==> config.mk <==
export PLATFORM = sky130hd
export DESIGN_NAME = single_wire_uart_transceiver_core_flat
export DESIGN_NICKNAME = d
export VERILOG_FILES = /design/src/rtl/swut_pkg.sv /design/src/rtl/swut_if.sv /design/src/rtl/swut_tx.sv /design/src/rtl/swut_rx.sv /design/src/rtl/swut_out_buf.sv /design/src/rtl/single_wire_uart_transceiver_core.sv /design/src/flat_wrapper.sv
export SDC_FILE = /design/constraint.sdc
export NUM_CORES = 1
export LEC_CHECK = 0
export BUFFER_PORTS_ARGS = -buffer_cell sky130_fd_sc_hd__buf_2
export CORE_MARGIN = 3
export CORE_UTILIZATION = 61
export CTS_CLUSTER_DIAMETER = 60
export DETAILED_ROUTE_END_ITERATION = 10
export PLACE_DENSITY_LB_ADDON = 0.1
export SLEW_MARGIN = 20
export SYNTH_ARGS = -nofsm -noshare
export SYNTH_HDL_FRONTEND = slang
export SYNTH_SLANG_ARGS = --single-unit
==> constraint.sdc <==
create_clock -name clk -period 5.3 [get_ports clk]
set_input_delay 1.06 -clock clk [delete_from_list [all_inputs] [get_ports clk]]
set_output_delay 1.06 -clock clk [all_outputs]
set_load 0.05 [all_outputs]
==> src/rtl/swut_pkg.sv <==
// Shared types and constants for the single-wire UART transceiver.
// No dependencies; every other file imports this package.
`default_nettype none

package swut_pkg;

  localparam int DATA_BITS  = 8;
  localparam int FRAME_BITS = DATA_BITS + 2;
  localparam int TICK_W     = 16;
  localparam int BIT_IDX_W  = 4;
  localparam int CFG_IDX_W  = 2;
  localparam int CFG_DATA_W = 16;

  localparam logic [TICK_W-1:0] MIN_PERIOD   = TICK_W'(4);
  localparam logic [TICK_W-1:0] RESET_PERIOD = TICK_W'(1042);

  // Configuration register indexes.
  localparam logic [CFG_IDX_W-1:0] CFG_BIT_PERIOD = 2'd0;
  localparam logic [CFG_IDX_W-1:0] CFG_INVERTED   = 2'd1;
  localparam logic [CFG_IDX_W-1:0] CFG_IDLE_LEVEL = 2'd2;

  typedef struct packed {
    logic                 line_level;
    logic                 drive_enable;
    logic                 rx_valid;
    logic [DATA_BITS-1:0] rx_value;
    logic                 tx_busy;
    logic                 tx_done;
  } result_t;

  // Transmitter status toward the top level for the current tick.
  typedef struct packed {
    logic drive;
    logic level;
    logic busy;
    logic done;
    logic take;   // request taken this tick, receiver must drop its frame
  } tx_status_t;

  // Receiver control from the top level.
  typedef struct packed {
    logic step;   // advance the receiver with this tick's sample
    logic clear;  // abandon reception
  } rx_ctrl_t;

endpackage

`default_nettype wire

==> src/rtl/swut_if.sv <==
// Valid/ready channel interfaces for samples, results and configuration.
// Depends on swut_pkg.
`default_nettype none

interface swut_sample_if import swut_pkg::*; ();
  logic                 valid;
  logic                 ready;
  logic                 line_sample;
  logic                 send_request;
  logic [DATA_BITS-1:0] send_value;

  modport source (output valid, line_sample, send_request, send_value, input ready);
  modport sink   (input valid, line_sample, send_request, send_value, output ready);
endinterface

interface swut_result_if import swut_pkg::*; ();
  logic                 valid;
  logic                 ready;
  logic                 line_level;
  logic                 drive_enable;
  logic                 rx_valid;
  logic [DATA_BITS-1:0] rx_value;
  logic                 tx_busy;
  logic                 tx_done;

  modport source (output valid, line_level, drive_enable, rx_valid, rx_value, tx_busy,
                  tx_done, input ready);
  modport sink   (input valid, line_level, drive_enable, rx_valid, rx_value, tx_busy,
                  tx_done, output ready);
endinterface

interface swut_cfg_if import swut_pkg::*; ();
  logic                  valid;
  logic                  ready;
  logic [CFG_IDX_W-1:0]  index;
  logic [CFG_DATA_W-1:0] data;

  modport source (output valid, index, data, input ready);
  modport sink   (input valid, index, data, output ready);
endinterface

`default_nettype wire

==> src/rtl/swut_tx.sv <==
// Transmitter: frame register, bit timer and bit counter.
// Depends on swut_pkg.
`default_nettype none

module swut_tx import swut_pkg::*; (
  input  wire logic                 clk,
  input  wire logic                 rst,
  input  wire logic                 advance,
  input  wire logic                 send_request,
  input  wire logic [DATA_BITS-1:0] send_value,
  input  wire logic [TICK_W-1:0]    period,
  input  wire logic                 inverted,
  input  wire logic                 idle_level,
  output tx_status_t                status
);

  logic                  active, active_next;
  logic [FRAME_BITS-1:0] frame, frame_next;
  logic [BIT_IDX_W-1:0]  bit_index, bit_index_next;
  logic [TICK_W-1:0]     tick_count, tick_count_next;
  logic [TICK_W-1:0]     tick_inc;
  logic [BIT_IDX_W-1:0]  sel;
  logic                  done, take, level;

  always_comb begin
    active_next     = active;
    frame_next      = frame;
    bit_index_next  = bit_index;
    tick_count_next = tick_count;
    tick_inc        = tick_count + TICK_W'(1);
    done            = 1'b0;
    take            = 1'b0;
    if (active) begin
      tick_count_next = tick_inc;
      if (tick_inc >= period) begin
        tick_count_next = '0;
        if (bit_index < BIT_IDX_W'(FRAME_BITS)) begin
          bit_index_next = bit_index + BIT_IDX_W'(1);
        end else begin
          active_next    = 1'b0;
          bit_index_next = '0;
          done           = 1'b1;
        end
      end
    end else if (send_request) begin
      // Inverted mode: start high, data inverted, stop low.
      frame_next      = inverted ? {1'b0, ~send_value, 1'b1} : {1'b1, send_value, 1'b0};
      active_next     = 1'b1;
      bit_index_next  = '0;
      tick_count_next = '0;
      take            = 1'b1;
    end
  end

  // Bit index zero is the leading idle period; frame bits follow from one.
  always_comb begin
    sel = bit_index_next - BIT_IDX_W'(1);
    if (bit_index_next == '0 || bit_index_next > BIT_IDX_W'(FRAME_BITS)) begin
      level = idle_level;
    end else begin
      level = frame_next[sel];
    end
  end

  assign status.drive = active_next;
  assign status.level = active_next & level;
  assign status.busy  = active_next;
  assign status.done  = done;
  assign status.take  = take;

  always_ff @(posedge clk) begin
    if (rst) begin
      active     <= 1'b0;
      frame      <= '0;
      bit_index  <= '0;
      tick_count <= '0;
    end else if (advance) begin
      active     <= active_next;
      frame      <= frame_next;
      bit_index  <= bit_index_next;
      tick_count <= tick_count_next;
    end
  end

endmodule

`default_nettype wire

==> src/rtl/swut_rx.sv <==
// Receiver: phase sequencer, mid-bit timer and data shift register.
// Depends on swut_pkg.
`default_nettype none

module swut_rx import swut_pkg::*; (
  input  wire logic                 clk,
  input  wire logic                 rst,
  input  wire logic                 advance,
  input  wire rx_ctrl_t             ctrl,
  input  wire logic                 line_sample,
  input  wire logic [TICK_W-1:0]    period,
  input  wire logic                 inverted,
  output logic                      rx_valid,
  output logic [DATA_BITS-1:0]      rx_value
);

  typedef enum logic [1:0] {
    PH_IDLE,
    PH_START,
    PH_DATA,
    PH_STOP
  } rx_phase_t;

  rx_phase_t             phase, phase_next;
  logic [BIT_IDX_W-1:0]  bit_index, bit_index_next;
  logic [DATA_BITS-1:0]  shift, shift_next;
  logic [TICK_W-1:0]     tick_count, tick_count_next;
  logic [TICK_W-1:0]     tick_inc, target;
  logic                  hit, is_start, data_bit;

  always_comb begin
    phase_next      = phase;
    bit_index_next  = bit_index;
    shift_next      = shift;
    tick_count_next = tick_count;
    rx_valid        = 1'b0;
    rx_value        = '0;
    tick_inc        = tick_count + TICK_W'(1);
    // The start bit is checked half a period in, later bits a full period apart.
    target          = (phase == PH_START) ? (period >> 1) : period;
    hit             = (tick_inc >= target);
    is_start        = (line_sample == inverted);
    data_bit        = line_sample ^ inverted;
    if (ctrl.clear) begin
      phase_next      = PH_IDLE;
      tick_count_next = '0;
    end else if (ctrl.step) begin
      if (phase != PH_IDLE) begin
        tick_count_next = hit ? '0 : tick_inc;
      end
      case (phase)
        PH_IDLE: begin
          if (is_start) begin
            phase_next      = PH_START;
            tick_count_next = '0;
          end
        end
        PH_START: begin
          if (hit) begin
            if (is_start) begin
              phase_next     = PH_DATA;
              bit_index_next = '0;
              shift_next     = '0;
            end else begin
              phase_next = PH_IDLE;
            end
          end
        end
        PH_DATA: begin
          if (hit) begin
            if (bit_index < BIT_IDX_W'(DATA_BITS)) begin
              shift_next[bit_index[$clog2(DATA_BITS)-1:0]] = data_bit;
            end
            bit_index_next = bit_index + BIT_IDX_W'(1);
            if (bit_index_next >= BIT_IDX_W'(DATA_BITS)) begin
              phase_next = PH_STOP;
            end
          end
        end
        PH_STOP: begin
          if (hit) begin
            if (!is_start) begin
              rx_valid = 1'b1;
              rx_value = shift;
            end
            phase_next = PH_IDLE;
          end
        end
        default: phase_next = PH_IDLE;
      endcase
    end
  end

  always_ff @(posedge clk) begin
    if (rst) begin
      phase      <= PH_IDLE;
      bit_index  <= '0;
      shift      <= '0;
      tick_count <= '0;
    end else if (advance) begin
      phase      <= phase_next;
      bit_index  <= bit_index_next;
      shift      <= shift_next;
      tick_count <= tick_count_next;
    end
  end

endmodule

`default_nettype wire

==> src/rtl/swut_out_buf.sv <==
// Two-entry result buffer that decouples the result channel from the sample side.
// Depends on swut_pkg.
`default_nettype none

module swut_out_buf import swut_pkg::*; (
  input  wire logic    clk,
  input  wire logic    rst,
  input  wire logic    push,
  input  wire result_t push_data,
  output logic         space,
  output logic         head_valid,
  output result_t      head_data,
  input  wire logic    pop
);

  result_t    entries [2];
  logic       wr_ptr, rd_ptr;
  logic [1:0] count;
  logic       do_pop;

  assign space      = (count != 2'd2);
  assign head_valid = (count != 2'd0);
  assign head_data  = entries[rd_ptr];
  assign do_pop     = pop & head_valid;

  always_ff @(posedge clk) begin
    if (push) begin
      entries[wr_ptr] <= push_data;
    end
  end

  always_ff @(posedge clk) begin
    if (rst) begin
      wr_ptr <= 1'b0;
      rd_ptr <= 1'b0;
      count  <= 2'd0;
    end else begin
      if (push) wr_ptr <= ~wr_ptr;
      if (do_pop) rd_ptr <= ~rd_ptr;
      count <= count + 2'(push) - 2'(do_pop);
    end
  end

endmodule

`default_nettype wire

==> src/rtl/single_wire_uart_transceiver_core.sv <==
// Top level of the half-duplex single-wire 8N1 UART transceiver.
// Depends on swut_pkg, swut_if, swut_tx, swut_rx and swut_out_buf.
//
//   Channel  Dir  Transfer moves
//   sample   in   one clock tick: line_sample, send_request, send_value
//   result   out  one result per tick: drive, receive and transmit status
//   cfg      in   register write: index, data (bit period, polarity, idle level)
//
// One sample is taken per cycle; its result is in the output buffer the next
// cycle. The two-entry buffer sets the stall behavior: a sample is still taken
// while one result waits, and sampling stops only when both entries are full.
// Reset is synchronous and restores all registers but the result buffer entries to their reset values.
// The configuration channel is always ready.
`default_nettype none

module single_wire_uart_transceiver_core import swut_pkg::*; (
  input wire logic     clk,
  input wire logic     rst,
  swut_sample_if.sink  sample,
  swut_result_if.source result,
  swut_cfg_if.sink     cfg
);

  logic [TICK_W-1:0] bit_period;
  logic              inverted_polarity;
  logic              idle_level;
  logic [TICK_W-1:0] period;
  logic              advance;
  logic              space;
  tx_status_t        tx_status;
  rx_ctrl_t          rx_ctrl;
  logic              rx_valid;
  logic [DATA_BITS-1:0] rx_value;
  result_t           res, head;
  logic              head_valid;

  assign cfg.ready = 1'b1;

  always_ff @(posedge clk) begin
    if (rst) begin
      bit_period        <= RESET_PERIOD;
      inverted_polarity <= 1'b1;
      idle_level        <= 1'b0;
    end else if (cfg.valid && cfg.ready) begin
      case (cfg.index)
        CFG_BIT_PERIOD: bit_period        <= cfg.data[TICK_W-1:0];
        CFG_INVERTED:   inverted_polarity <= cfg.data[0];
        CFG_IDLE_LEVEL: idle_level        <= cfg.data[0];
        default: ;
      endcase
    end
  end

  // Periods below the minimum act as the minimum.
  assign period = (bit_period < MIN_PERIOD) ? MIN_PERIOD : bit_period;

  assign sample.ready = space;
  assign advance      = sample.valid & space;

  swut_tx u_tx (
    .clk          (clk),
    .rst          (rst),
    .advance      (advance),
    .send_request (sample.send_request),
    .send_value   (sample.send_value),
    .period       (period),
    .inverted     (inverted_polarity),
    .idle_level   (idle_level),
    .status       (tx_status)
  );

  // The receiver only listens while the transmitter neither runs nor starts.
  assign rx_ctrl.clear = tx_status.take;
  assign rx_ctrl.step  = ~tx_status.take & ~tx_status.busy & ~tx_status.done;

  swut_rx u_rx (
    .clk         (clk),
    .rst         (rst),
    .advance     (advance),
    .ctrl        (rx_ctrl),
    .line_sample (sample.line_sample),
    .period      (period),
    .inverted    (inverted_polarity),
    .rx_valid    (rx_valid),
    .rx_value    (rx_value)
  );

  always_comb begin
    res.line_level   = tx_status.level;
    res.drive_enable = tx_status.drive;
    res.rx_valid     = rx_valid;
    res.rx_value     = rx_value;
    res.tx_busy      = tx_status.busy;
    res.tx_done      = tx_status.done;
  end

  swut_out_buf u_out_buf (
    .clk        (clk),
    .rst        (rst),
    .push       (advance),
    .push_data  (res),
    .space      (space),
    .head_valid (head_valid),
    .head_data  (head),
    .pop        (result.ready)
  );

  assign result.valid        = head_valid;
  assign result.line_level   = head.line_level;
  assign result.drive_enable = head.drive_enable;
  assign result.rx_valid     = head.rx_valid;
  assign result.rx_value     = head.rx_value;
  assign result.tx_busy      = head.tx_busy;
  assign result.tx_done      = head.tx_done;

endmodule

`default_nettype wire

==> src/flat_wrapper.sv <==
// flat-port wrapper written by rule: the top's interface ports become plain ports
module single_wire_uart_transceiver_core_flat import swut_pkg::*;
  (clk, rst, sample_valid, sample_line_sample, sample_send_request, sample_send_value, sample_ready, result_valid, result_line_level, result_drive_enable, result_rx_valid, result_rx_value, result_tx_busy, result_tx_done, result_ready, cfg_valid, cfg_index, cfg_data, cfg_ready);
  swut_sample_if sample_i ();
  swut_result_if result_i ();
  swut_cfg_if cfg_i ();
  input wire logic clk;
  input wire logic rst;
  input wire logic [$bits(sample_i.valid)-1:0] sample_valid;
  input wire logic [$bits(sample_i.line_sample)-1:0] sample_line_sample;
  input wire logic [$bits(sample_i.send_request)-1:0] sample_send_request;
  input wire logic [$bits(sample_i.send_value)-1:0] sample_send_value;
  output wire logic [$bits(sample_i.ready)-1:0] sample_ready;
  output wire logic [$bits(result_i.valid)-1:0] result_valid;
  output wire logic [$bits(result_i.line_level)-1:0] result_line_level;
  output wire logic [$bits(result_i.drive_enable)-1:0] result_drive_enable;
  output wire logic [$bits(result_i.rx_valid)-1:0] result_rx_valid;
  output wire logic [$bits(result_i.rx_value)-1:0] result_rx_value;
  output wire logic [$bits(result_i.tx_busy)-1:0] result_tx_busy;
  output wire logic [$bits(result_i.tx_done)-1:0] result_tx_done;
  input wire logic [$bits(result_i.ready)-1:0] result_ready;
  input wire logic [$bits(cfg_i.valid)-1:0] cfg_valid;
  input wire logic [$bits(cfg_i.index)-1:0] cfg_index;
  input wire logic [$bits(cfg_i.data)-1:0] cfg_data;
  output wire logic [$bits(cfg_i.ready)-1:0] cfg_ready;
  assign sample_i.valid = sample_valid;
  assign sample_i.line_sample = sample_line_sample;
  assign sample_i.send_request = sample_send_request;
  assign sample_i.send_value = sample_send_value;
  assign sample_ready = sample_i.ready;
  assign result_valid = result_i.valid;
  assign result_line_level = result_i.line_level;
  assign result_drive_enable = result_i.drive_enable;
  assign result_rx_valid = result_i.rx_valid;
  assign result_rx_value = result_i.rx_value;
  assign result_tx_busy = result_i.tx_busy;
  assign result_tx_done = result_i.tx_done;
  assign result_i.ready = result_ready;
  assign cfg_i.valid = cfg_valid;
  assign cfg_i.index = cfg_index;
  assign cfg_i.data = cfg_data;
  assign cfg_ready = cfg_i.ready;
  single_wire_uart_transceiver_core u_core (.clk(clk), .rst(rst), .sample(sample_i), .result(result_i), .cfg(cfg_i));
endmodule
# Word-level counts from Yosys, hierarchy flattened
# Memory sizes are Yosys's and may differ from the RTL's. A register that Yosys moved wholly into a read port is not among the register bits.
# Cells that the tools add are included.
word_totals:
  mem_bits_ro: 0
  ram_bits: 26
  out_inout_bits: 16
  reg_bits: 83
  word_cells: 141
  input_bits: 33
  latchBits: 0
  mem_count: 1
classes:
  n_lt_le_gt_ge: 10
  n_bitwise: 12
  n_div: 0
  add_sub_neg: 7
  n_mux: 63
  eq_ne: 16
  reduce_logical: 18
  multipliers: 0
  shifts: 0
mem_list:
  columns: ["memory", "depth", "word_bits", "rd", "rd_clocked_by_memory_dff", "wr", "line_no", "rtl"]
  rows:
  - ["u_core.u_out_buf.entries", 2, 13, 1, 1, 1, "swut_out_buf.sv:16", "result_t entries [2];"]
op_table:
  columns: ["operator", "count"]
  rows:
  - ["16-bit 2-to-1 mux", 11]
  - ["8-bit 2-to-1 mux", 8]
  - ["16-bit by 1-bit adder with 16-bit output (second input constant)", 2]
  - ["16-bit greater-or-equal comparator", 2]
  - ["10-bit 2-to-1 mux", 3]
  - ["4-bit 2-to-1 mux", 7]
  - ["7-bit AND reduction", 3]
  - ["1-bit 2-to-1 mux", 20]
  - ["16-bit by 3-bit < comparator with 1-bit output (second input constant)", 1]
  - ["2-bit 2-to-1 mux", 8]
  - ["8-bit one-hot mux with 2 select lines", 1]
  - ["3-bit by 2-bit inequality test with 1-bit output (second input constant)", 5]
  - ["2-bit inequality test (second input constant)", 5]
  - ["2-bit AND reduction", 5]
  - ["2-bit nonzero test", 5]
  - ["4-bit by 1-bit adder with 4-bit output (second input constant)", 2]
  - ["8-bit bitwise mux", 1]
  - ["4-bit < comparator (second input constant)", 2]
  - ["8-bit NOT", 1]
  - ["2-bit one-hot mux with 4 select lines", 1]
  - ["4-bit one-hot mux with 2 select lines", 1]
  - ["2-bit == test (second input constant)", 3]
  - ["1-bit AND", 5]
  - ["4-bit by 5-bit < comparator with 1-bit output (second input constant)", 1]
  - ["17 further kinds", 23]

# Longest topological paths before layout
# Gate-level depths: netlist of run 1.
logic_depth:
  depth_word: 10
  mapped_depth: 19
  mapped_depth_nobuf: 18

# Cells and area by module
# A second synthesis of run 1 with hierarchy kept.
unflattened:
  cells_unflattened: 762
  hier_area_um2: 6760.2
by_module_without_submodules:
  columns: ["mod", "instances", "seq_area_each_um2", "cells_each", "area_per_inst_um2"]
  rows:
  - ["swut_tx", 1, 620.6, 317, 2411.1]
  - ["swut_rx", 1, 600.6, 278, 2372.3]
  - ["swut_out_buf", 1, 880.8, 63, 1182.4]
  - ["single_wire_uart_transceiver_core", 1, 360.3, 104, 794.5]

# Worst setup path after synthesis of run 1
# No wires, ideal clock.
synth_path:
  path_kind: "register to register"
  from: "register u_core.u_tx.tick_count[0]"
  to: "memory u_core.u_out_buf.entries[0][12] (netlist bit) (data pin)"
  setup_ps: 262
  slack_ps: 1058
  required_ps: 5038
  n_path_buf: 1
  t_arrival_ps: 3980
  synth_period_minus_slack_ps: 4242
  path_stages_with_launch: 20
  cell_sequence: "dfxtp_1 > ha_1 > and3_1 > and3_1 > and3_1 > and3_1 > and3_1 > nand3_1 > xnor2_1 > ha_1 > o21ai_0 > nor2_1 > a2111o_1 > a21oi_1 > o211a_1 > clkbuf_1 > a21o_2 > o2111ai_1 > a21boi_1 > o221a_1"
synth_rtl:
  columns: ["element", "line_no", "rtl"]
  rows:
  - ["start, declared", "swut_tx.sv:20", "logic [TICK_W-1:0] tick_count, tick_count_next;"]
  - ["start signal, assigned", "swut_tx.sv:81", "tick_count <= tick_count_next;"]
  - ["end, declared", "swut_out_buf.sv:16", null]

==> results of run 1 <==
-- flip-flops by register name, indices dropped and copies added (netlist names), named ones only --
signal,flops
u_core.u_tx.tick_count,16
u_core.bit_period,16
u_core.u_rx.bit_index,4
u_core.u_out_buf.rd_ptr,1
u_core.u_rx.tick_count,16
u_core.u_tx.bit_index,4
u_core.u_out_buf.count,2
u_core.u_tx.frame,10
u_core.u_tx.active,1
u_core.idle_level,1
u_core.inverted_polarity,1
u_core.u_out_buf.wr_ptr,1
u_core.u_rx.phase,2
u_core.u_rx.shift,8
u_core.u_out_buf.entries,24
-- Yosys cell counts (9+ instances only) --
| library cell | number | area (sq um) |
|---|---|---|
| sky130_fd_sc_hd__o21ai_0 | 59 | 295.3 |
| sky130_fd_sc_hd__a21oi_1 | 68 | 340.3 |
| sky130_fd_sc_hd__mux2_2 | 12 | 135.1 |
| sky130_fd_sc_hd__nand2b_1 | 12 | 75.07 |
| sky130_fd_sc_hd__edfxtp_1 | 24 | 720.7 |
| sky130_fd_sc_hd__a22oi_1 | 10 | 75.07 |
| sky130_fd_sc_hd__mux2i_1 | 17 | 170.2 |
| sky130_fd_sc_hd__nand4_1 | 9 | 56.30 |
| sky130_fd_sc_hd__inv_1 | 25 | 93.84 |
| sky130_fd_sc_hd__nor3b_1 | 15 | 112.6 |
| sky130_fd_sc_hd__nor2b_1 | 9 | 56.30 |
| sky130_fd_sc_hd__dfxtp_1 | 84 | 1682 |
| sky130_fd_sc_hd__nor2_1 | 69 | 259.0 |
| sky130_fd_sc_hd__ha_1 | 43 | 538.0 |
| sky130_fd_sc_hd__xor2_1 | 24 | 210.2 |
| sky130_fd_sc_hd__a211oi_1 | 12 | 90.09 |
| sky130_fd_sc_hd__nand3_1 | 17 | 85.08 |
| sky130_fd_sc_hd__nand2_1 | 77 | 289.0 |
| sky130_fd_sc_hd__clkbuf_1 | 30 | 112.6 |
| sky130_fd_sc_hd__nor3_1 | 11 | 55.05 |
| sky130_fd_sc_hd__xnor2_1 | 18 | 157.7 |
| sky130_fd_sc_hd__and3_1 | 18 | 112.6 |
| sky130_fd_sc_hd__and2_1 | 14 | 87.58 |
-- layout make-up --
| type | count | share of cell area (%) |
|---|---|---|
| clock buffer | 10 | 1.822 |
| clock inverter | 6 | 0.8216 |
| inverter | 26 | 1.393 |
| multi-input combinational | 596 | 55.78 |
| sequential | 108 | 34.29 |
| tap | 136 | 2.429 |
| timing repair buffer | 48 | 3.465 |
-- per-stage QoR --
step	utilization [%]	std cells
floorplan	-	768
global placement	65.69	914
detailed placement	65.69	914
CTS	67.47	930
global route	67.56	930
finish	67.56	930
-- critical path, cell delays in order (launching register included) --
cell and delay [ps]:
sky130_fd_sc_hd__dfxtp_1 430, sky130_fd_sc_hd__nand3_1 250, sky130_fd_sc_hd__nor3_1 430, sky130_fd_sc_hd__and3_1 280, sky130_fd_sc_hd__and3_1 240, sky130_fd_sc_hd__and3_1 260, sky130_fd_sc_hd__nand3_1 110, sky130_fd_sc_hd__xnor2_1 220
sky130_fd_sc_hd__ha_1 290, sky130_fd_sc_hd__nand4_1 160, sky130_fd_sc_hd__a211oi_2 90, sky130_fd_sc_hd__a2111oi_4 370, sky130_fd_sc_hd__o21ai_2 210, sky130_fd_sc_hd__and2_2 270, sky130_fd_sc_hd__a32oi_1 390, sky130_fd_sc_hd__o2111ai_1 160
sky130_fd_sc_hd__a21boi_1 160, sky130_fd_sc_hd__o221a_1 240
-- per-layer routing --
layer	track usage, %	vias to the layer above
met4	9.706	0
met1	31.43	2660
li1	-	2788
met3	3.699	27
met5	0	-
met2	42.72	167
-- path summary, 6_finish.rpt --
| kind | from | endpoint | slack, ps | depth (start not counted) |
|---|---|---|---|---|
| setup / recovery | u_core.u_tx.tick_count[0] | u_core.u_out_buf.entries[0][12] | 490 | 17 |
| hold / removal | u_core.bit_period[0] | u_core.bit_period[0] | 480 | 2 |
| setup reg to reg | u_core.u_tx.tick_count[0] | u_core.u_out_buf.entries[0][12] | 490 | 17 |
| hold reg to reg | u_core.bit_period[0] | u_core.bit_period[0] | 480 | 2 |
-- kinds of logic after synthesis --
logic type | share of synthesized area (%)
compound gates | 19.74
xor+xnor | 5.618
fa+ha+maj | 8.217
buf+inv | 3.841
flops | 36.69
mux | 4.663
other cells | 0.05727
simple gates | 21.17
-- power by group --
group | switching [mW] | leakage (nW) | internal, mW
registers | 0.0446 | 0.913 | 0.903
logic | 0.347 | 1.79 | 0.160
clock network | 0.300 | 0.0885 | 0.182
==> results.md, run 1 <==
- Antenna violations before repair: 0
- EDFF count, synth: 24
- Post-placement setup slack: 564.7 ps
- CTS tree: done
- Number of synthesis warnings: 0
- Highest routing layer actually used: met4
- Number of rows created at floorplan: 37
- Met2 WL: between 6000 and 7000 um
- Maximum number of pins on one net before global-route repair: 68
- Flops & latches, synth: about 110
- Combined global-route utilization of all metal layers: 24.87%
- Number of port buffers: 47
- Clk_skew: 10.64 ps
- Setup repair after global routing missed its margin: no
- Max-slew violation count: 0
- Nets: 865
- Fill cell total of the finished layout: 853
- Per-cell routed wire length: 15.49 um
- WHS: approximately 480 ps
- Fin crit share: about nine tenths
- Metal1 wirelength: 6378 um
- Peak ir drop on the vdd network: between 300 and 400 uV
- Number of maximum-capacitance violations: 0
- Startpoint types: flip-flop
- TritonCTS Buffers: 9
- Final weighted congestion in routability-driven placement: 0.9080
- Area post-placement: 6812 sq um
- Maximum fanout encountered on the critical timing path: 10
- Power density of the placed cells: between 200 and 300 nW/um^2
- Part of the Yosys area used for sequential elements: 36.69%
- Total I/O pin count: 49
- Detailed placer's ending HPWL: 10640 um
- Distinct cell type count after synthesis: 66
- Level count of the clock H-tree: 3
- Worst skew pair latency: 380 ps
- Top flip-flop cell by instance count after synthesis: sky130_fd_sc_hd__dfxtp_1
- Max clock buf depth: 2
- Number of optimization iterations in the first detailed-route pass: 5
- Number of buffers inserted by hold repair at cts: 0
- Detailed-route via count: around 5600
- Hold violation count in the final report: 0
- Total Negative Setup Slacks: 0 ps
- Most frequent cells in the layout: 84 x sky130_fd_sc_hd__dfxtp_1, 77 x sky130_fd_sc_hd__nand2_1, 68 x sky130_fd_sc_hd__nor2_1, 68 x sky130_fd_sc_hd__a21oi_1, 59 x sky130_fd_sc_hd__o21ai_0
- Synthesized cell area: 6548 sq um
- CP Class: flip-flop to flip-flop
- Die Span X: 109.6 um
- Sort of element at the end of the critical path: flip-flop
- Y dimension of the die: about 110 um
- Sinks on Clock Net: 108
- Outcome: finished, final reports clean
- Number of global-route vias before repair: 5223
- Ant diodes: 0
- Routed via count divided by cell count: between 6 and 7
- Post-cts sizing count: 0
- Max_slew headroom: 33.52%
- Area of the die: 12010 sq um
- Clock root cell: sky130_fd_sc_hd__clkbuf_8
- Proportion of register bits with asynchronous set or reset after synthesis: 0%
- Met3 wire length: around 740 um
- Starting utilization of the core area: 63.14%
- Clk slew on worst S/H paths: 110 ps
- Worst path required time: about 5400 ps
- Finish-stage setup viols: 0
- Upper clock frequency limit: approximately 210 MHz
- Routed Wire Length: 14410 um
- Synthesized instance count: 768
- Worst-margin pin slew: roughly 990 ps
- Initial detailed-routing violation count: roughly 350
- LEAKAGE: 2.793 nW
- Min-delay worst type: flip-flop to flip-flop
- Sum of overflow across all layers after global routing: 0
- Sequential cell area: 2402 sq um
- Share of layout cells above drive strength 1: 12.34%
- Most common cell after layout, fill and taps aside: sky130_fd_sc_hd__dfxtp_1
- Number of post-CTS setup repair buffers: 0
- Number of remaining DRC errors: 0
- Final Critical Period: 4814 ps
- Post-layout total power: 1.936 mW
- Area growth syn-to-layout: 6.994%
- Data arrival time of the worst path: 4940 ps
- Final setup slack of the worst path: 486.3 ps
- Post-Layout Inst Area: 7005 sq um
- Global-route wire length before repair: 23920 um
- Total nets after synthesis: ~840
- Avg Cell Area, Syn: approximately 8.5 sq um
- Standard cell core area: 10370 sq um
- Area of the multi-input gates: 3908 sq um
- Post-DRT Antenna Nets: 0
(Power assumes the default switching activity.)
==> inputs of run 2 (changes only) <==
--- a/config.mk
+++ b/config.mk
@@ -6,12 +6,12 @@
 export NUM_CORES = 1
 export LEC_CHECK = 0
 export BUFFER_PORTS_ARGS = -buffer_cell sky130_fd_sc_hd__buf_2
-export CORE_MARGIN = 3
-export CORE_UTILIZATION = 61
+export CORE_UTILIZATION = 60
 export CTS_CLUSTER_DIAMETER = 60
 export DETAILED_ROUTE_END_ITERATION = 10
 export PLACE_DENSITY_LB_ADDON = 0.1
 export SLEW_MARGIN = 20
 export SYNTH_ARGS = -nofsm -noshare
 export SYNTH_HDL_FRONTEND = slang
+export SYNTH_HIERARCHICAL = 1
 export SYNTH_SLANG_ARGS = --single-unit
==> run 2 against run 1 <==
Compared with the run above: clock power up 11%; sequential share of layout area down 0.29 points; power up 3.2%; fmax down 4.5%; first-iteration DRC count down 25%; synthesized cell count down 0.78%; non-clock buffer count up 9; hold slack worse by 20 ps; area after synthesis up 3.2%; setup slack worse by 230 ps; largest cell class unchanged; highest routed layer unchanged.
==> results.md, run 2 <==
- Outcome: finished, final reports clean (unchanged)
- Instance count after placement with tap cells included: 909 (was 914)
- Fraction of power consumed by combinational cells: 24.5% (was 26.2%)
- Level count of the clock H-tree: 3 (unchanged)
- Max-slew violation count: 0 (unchanged)
- Cell with the most instances after synthesis: sky130_fd_sc_hd__dfxtp_1 (unchanged)
- Clk_skew: 10.30 ps (was 10.64 ps)
- Final design utilization: 66.55% (was 67.56%)
- Post-DRT Antenna Nets: 0 (unchanged)
- CP Class: flip-flop to flip-flop (unchanged)
- Detailed-route via count: 5513 (was 5642)
- Power share of the clock group: 26.7% (was 24.9%)
- Share of layout cells above drive strength 1: 14.78% (was 12.34%)
- Upper clock frequency limit: 198.3 MHz (was 207.7 MHz)
- LEAKAGE: 2.887 nW (was 2.793 nW)
- Area share of xor/xnor cells in the synthesized design: 5.386% (was 5.618%)
- Synthesized cell area: 6760 sq um (was 6548 sq um)
- Part of the Yosys area used for sequential elements: 36.42% (was 36.69%)
- Clk slew on worst S/H paths: 100 ps (was 110 ps)
- Routed Wire Length: 14160 um (was 14410 um)
- Area post-placement: 6992 sq um (was 6812 sq um)
- Final Critical Period: 5043 ps (was 4814 ps)
- Max clock buf depth: 2 (unchanged)
- TritonCTS Buffers: 9 (unchanged)
- Distinct cell type count after synthesis: 82 (was 66)
- Share of synthesized area spent on multiplexers: 5.627% (was 4.663%)
- FF-to-FF setup slack: 260 ps (was 490 ps)
- Post-placement setup slack: 103.2 ps (was 564.7 ps)
- Largest register by flop count: u_core/u_out_buf/entries (was u_core.u_out_buf.entries)
- Min-delay worst type: flip-flop to flip-flop (unchanged)
- Top cells by area in the synthesized netlist: sky130_fd_sc_hd__dfxtp_1 25%, sky130_fd_sc_hd__edfxtp_1 12%, sky130_fd_sc_hd__ha_1 7.8% (was sky130_fd_sc_hd__dfxtp_1 26%, sky130_fd_sc_hd__edfxtp_1 11%, sky130_fd_sc_hd__ha_1 8.2%)
- Top flip-flop cell by instance count after synthesis: sky130_fd_sc_hd__dfxtp_1 (unchanged)
- Number of synthesis warnings: 6 (was 0)
- Data arrival time of the worst path: 5330 ps (was 4940 ps)
- Avg Cell Area, Syn: 8.872 sq um (was 8.525 sq um)
- Count of placed standard cells in the final layout, fillers left out: 925 (was 930)
- Post-Synth Simple-Gate Area: 21.21% (was 21.17%)
- Number of rows created at floorplan: 38 (was 37)
- Total I/O pin count: 49 (unchanged)
- Maximum fanout encountered on the critical timing path: 7 (was 10)
- Clock root cell: sky130_fd_sc_hd__clkbuf_8 (unchanged)
- Finish-stage setup viols: 0 (unchanged)
- Startpoint types: flip-flop (unchanged)
- Per-cell routed wire length: 15.31 um (was 15.49 um)
- Most common cell after layout, fill and taps aside: sky130_fd_sc_hd__dfxtp_1 (unchanged)
- Cell Int Power: 1.319 mW (was 1.245 mW)
- Number of maximum-capacitance violations: 0 (unchanged)
- Initial detailed-routing violation count: 260 (was 346)
- Final weighted congestion in routability-driven placement: 0.8727 (was 0.9080)
- Starting utilization of the core area: 62.09% (was 63.14%)
- Cell accounting for the most synthesized area: sky130_fd_sc_hd__dfxtp_1 (unchanged)
- Sequential group share of total power: 48.7% (was 48.9%)
- Final setup slack of the worst path: 257.5 ps (was 486.3 ps)
- Area share of fa/ha/maj cells after synthesis: 7.773% (was 8.217%)
- Total Negative Setup Slacks: 0 ps (unchanged)
- Worst-margin pin slew: 1058 ps (was 993.5 ps)
- EDFF count, synth: 26 (was 24)
- Portion of synthesized cell area occupied by the leading cell type: 24.88% (was 25.68%)
- Number of buffers inserted by hold repair at cts: 0 (unchanged)
- Source of the worst hold timing path: u_core/u_rx/shift[7] (was u_core.bit_period[0])
- Antenna violations before repair: 0 (unchanged)
- Area of the die: 11700 sq um (was 12010 sq um)
- Routed via count divided by cell count: 5.960 (was 6.067)
- Total nets after synthesis: 837 (was 844)
- CTS tree: done (unchanged)
- Number of remaining DRC errors: 0 (unchanged)
- Worst skew pair latency: 390 ps (was 380 ps)
- Standard cell core area: 10890 sq um (was 10370 sq um)
- Worst path required time: 5590 ps (was 5430 ps)
- Compound-gate portion of the synthesized area: 17.80% (was 19.74%)
- Post-Layout Inst Area: 7246 sq um (was 7005 sq um)
- Detailed placer's ending HPWL: 9894 um (was 10640 um)
- Number of global-route vias before repair: 5201 (was 5223)
- Y dimension of the die: 108.1 um (was 109.6 um)
- Global-route wire length before repair: 23360 um (was 23920 um)
- Flip-flop count of the largest register after layout: 26 (was 24)
- Most frequent cells in the layout: 83 x sky130_fd_sc_hd__dfxtp_1, 76 x sky130_fd_sc_hd__nand2_1, 62 x sky130_fd_sc_hd__nor2_1 (was 84 x sky130_fd_sc_hd__dfxtp_1, 77 x sky130_fd_sc_hd__nand2_1, 68 x sky130_fd_sc_hd__nor2_1, 68 x sky130_fd_sc_hd__a21oi_1, 59 x sky130_fd_sc_hd__o21ai_0)
- Area growth syn-to-layout: 7.181% (was 6.994%)
- Die Span X: 108.1 um (was 109.6 um)
- Number of post-CTS setup repair buffers: 0 (unchanged)
- Peak ir drop on the vdd network: 266.7 uV (was 302.3 uV)
- Flops & latches, synth: 110 (was 108)
- Sw power: 0.6778 mW (was 0.6912 mW)
- Sum of overflow across all layers after global routing: 0 (unchanged)
- Power density of the placed cells: 275.6 nW/um^2 (was 276.3 nW/um^2)
- Number of optimization iterations in the first detailed-route pass: 5 (unchanged)
- Main combinational cell family by area after synthesis: simple AND/OR/NAND/NOR gates (unchanged)
- Hold violation count in the final report: 0 (unchanged)
- Fill cell total of the finished layout: 936 (was 853)
- Synthesized instance count: 762 (was 768)
- Ant diodes: 0 (unchanged)
- Number of port buffers: 47 (unchanged)
- Maximum number of pins on one net before global-route repair: 81 (was 68)
- Fin crit share: 95.14% (was 90.82%)
- Sw frac: 33.94% (was 35.71%)
- Nets: 855 (was 865)
- Top cells by count, synth: 84 x sky130_fd_sc_hd__dfxtp_1, 77 x sky130_fd_sc_hd__nand2_1, 64 x sky130_fd_sc_hd__nor2_1, 60 x sky130_fd_sc_hd__a21oi_1, 42 x sky130_fd_sc_hd__ha_1 (was 84 x sky130_fd_sc_hd__dfxtp_1, 77 x sky130_fd_sc_hd__nand2_1, 69 x sky130_fd_sc_hd__nor2_1, 68 x sky130_fd_sc_hd__a21oi_1, 59 x sky130_fd_sc_hd__o21ai_0)
- Launch instance of the worst register-to-register path: u_core/u_tx/tick_count[1] (was u_core.u_tx.tick_count[0])
- Startpoint of the worst setup timing path: u_core/u_tx/tick_count[1] (was u_core.u_tx.tick_count[0])
- Combined global-route utilization of all metal layers: 25.23% (was 24.87%)
- Proportion of register bits with asynchronous set or reset after synthesis: 0% (unchanged)
- Sinks on Clock Net: 110 (was 108)
- Sort of element at the end of the critical path: flip-flop (unchanged)
- Max_slew headroom: 29.13% (was 33.52%)
[run 2: metrics by stage]
| stage | power [mW] | hold slack (ps) |
|---|---|---|
| floorplan | 1.377 | 424.8 |
| global placement | 1.466 | 439.8 |
| detailed placement | 1.479 | 450.0 |
| CTS | 2.014 | 465.1 |
| global route | 2.096 | 486.0 |
| finish | 1.997 | 456.2 |
[run 2: power by group through the flow]
stage | clock (mW) | combinational [mW] | sequential (mW)
6_report | 0.533 | 0.490 | 0.973
5_1_grt | 0.580 | 0.533 | 0.983
4_1_cts | 0.552 | 0.488 | 0.974
3_5_place_dp | 0 | 0.486 | 0.993
3_3_place_gp | 0 | 0.477 | 0.989
2_1_floorplan | 0 | 0.410 | 0.968
[run 2: worst paths after layout]
check | end | cells past startpoint
min | u_core/u_rx/shift[7] | 2
min reg2reg | u_core/u_rx/shift[7] | 2
max reg2reg | u_core/u_rx/shift[1] | 23
max | u_core/u_rx/shift[1] | 23
[run 2: what timing repair did]
item / in CTS / in global routing
endpoints found under the setup margin: 0 / 30
hold endpoints to repair: 0 / 0
gates resized for setup: 0 / 12
[run 2: cells by family (layout without fill, tap and decap cells)]
group / Yosys count / count (layout)
AO/OA/AOI/OAI: 176 / 176
other: 1 / 1
adder cells (fa/ha/maj): 42 / 42
buffers and inverters: 82 / 105
multiplexers: 36 / 36
AND/OR/NAND/NOR: 275 / 275
flip-flops: 110 / 110
XOR/XNOR: 40 / 40
[run 2: area by class of cell]
cell class	count	area, sq um	share of cell area [%]
clock buffers	9	123.9	1.710
clock inverters	7	81.33	1.122
inverters	32	120.1	1.658
multi-input cells	570	3959	54.64
flip-flops and latches	110	2464	34.00
well taps	140	175.2	2.418
repair buffers	57	322.8	4.455
[run 2: layer usage]
layer | vias to the layer above | wire length (um) | track usage (%)
li1 | 2767 | - | -
met1 | 2610 | 6237 | 29.70
met2 | 118 | 7076 | 44.72
met3 | 18 | 615 | 5.847
met4 | 0 | 231 | 8.806
met5 | - | 0 | 0
[run 2: critical path: stages (launching register included)]
cell and delay [ps]:
sky130_fd_sc_hd__dfxtp_1 390, sky130_fd_sc_hd__ha_2 230, sky130_fd_sc_hd__and3_1 230, sky130_fd_sc_hd__and3_1 270
sky130_fd_sc_hd__and3_4 230, sky130_fd_sc_hd__and3_1 220, sky130_fd_sc_hd__and3_1 250, sky130_fd_sc_hd__nand3_1 110
sky130_fd_sc_hd__xnor2_1 150, sky130_fd_sc_hd__ha_1 280, sky130_fd_sc_hd__nand2_1 110, sky130_fd_sc_hd__nor4_4 330
sky130_fd_sc_hd__inv_1 110, sky130_fd_sc_hd__o21a_1 240, sky130_fd_sc_hd__nor2_4 150, sky130_fd_sc_hd__nor2_1 80
sky130_fd_sc_hd__nor3_2 210, sky130_fd_sc_hd__nor2b_1 190, sky130_fd_sc_hd__and2_4 190, sky130_fd_sc_hd__nand2_2 100
sky130_fd_sc_hd__nor3_1 150, sky130_fd_sc_hd__o21a_1 200, sky130_fd_sc_hd__nor3_2 100, sky130_fd_sc_hd__a221o_1 410
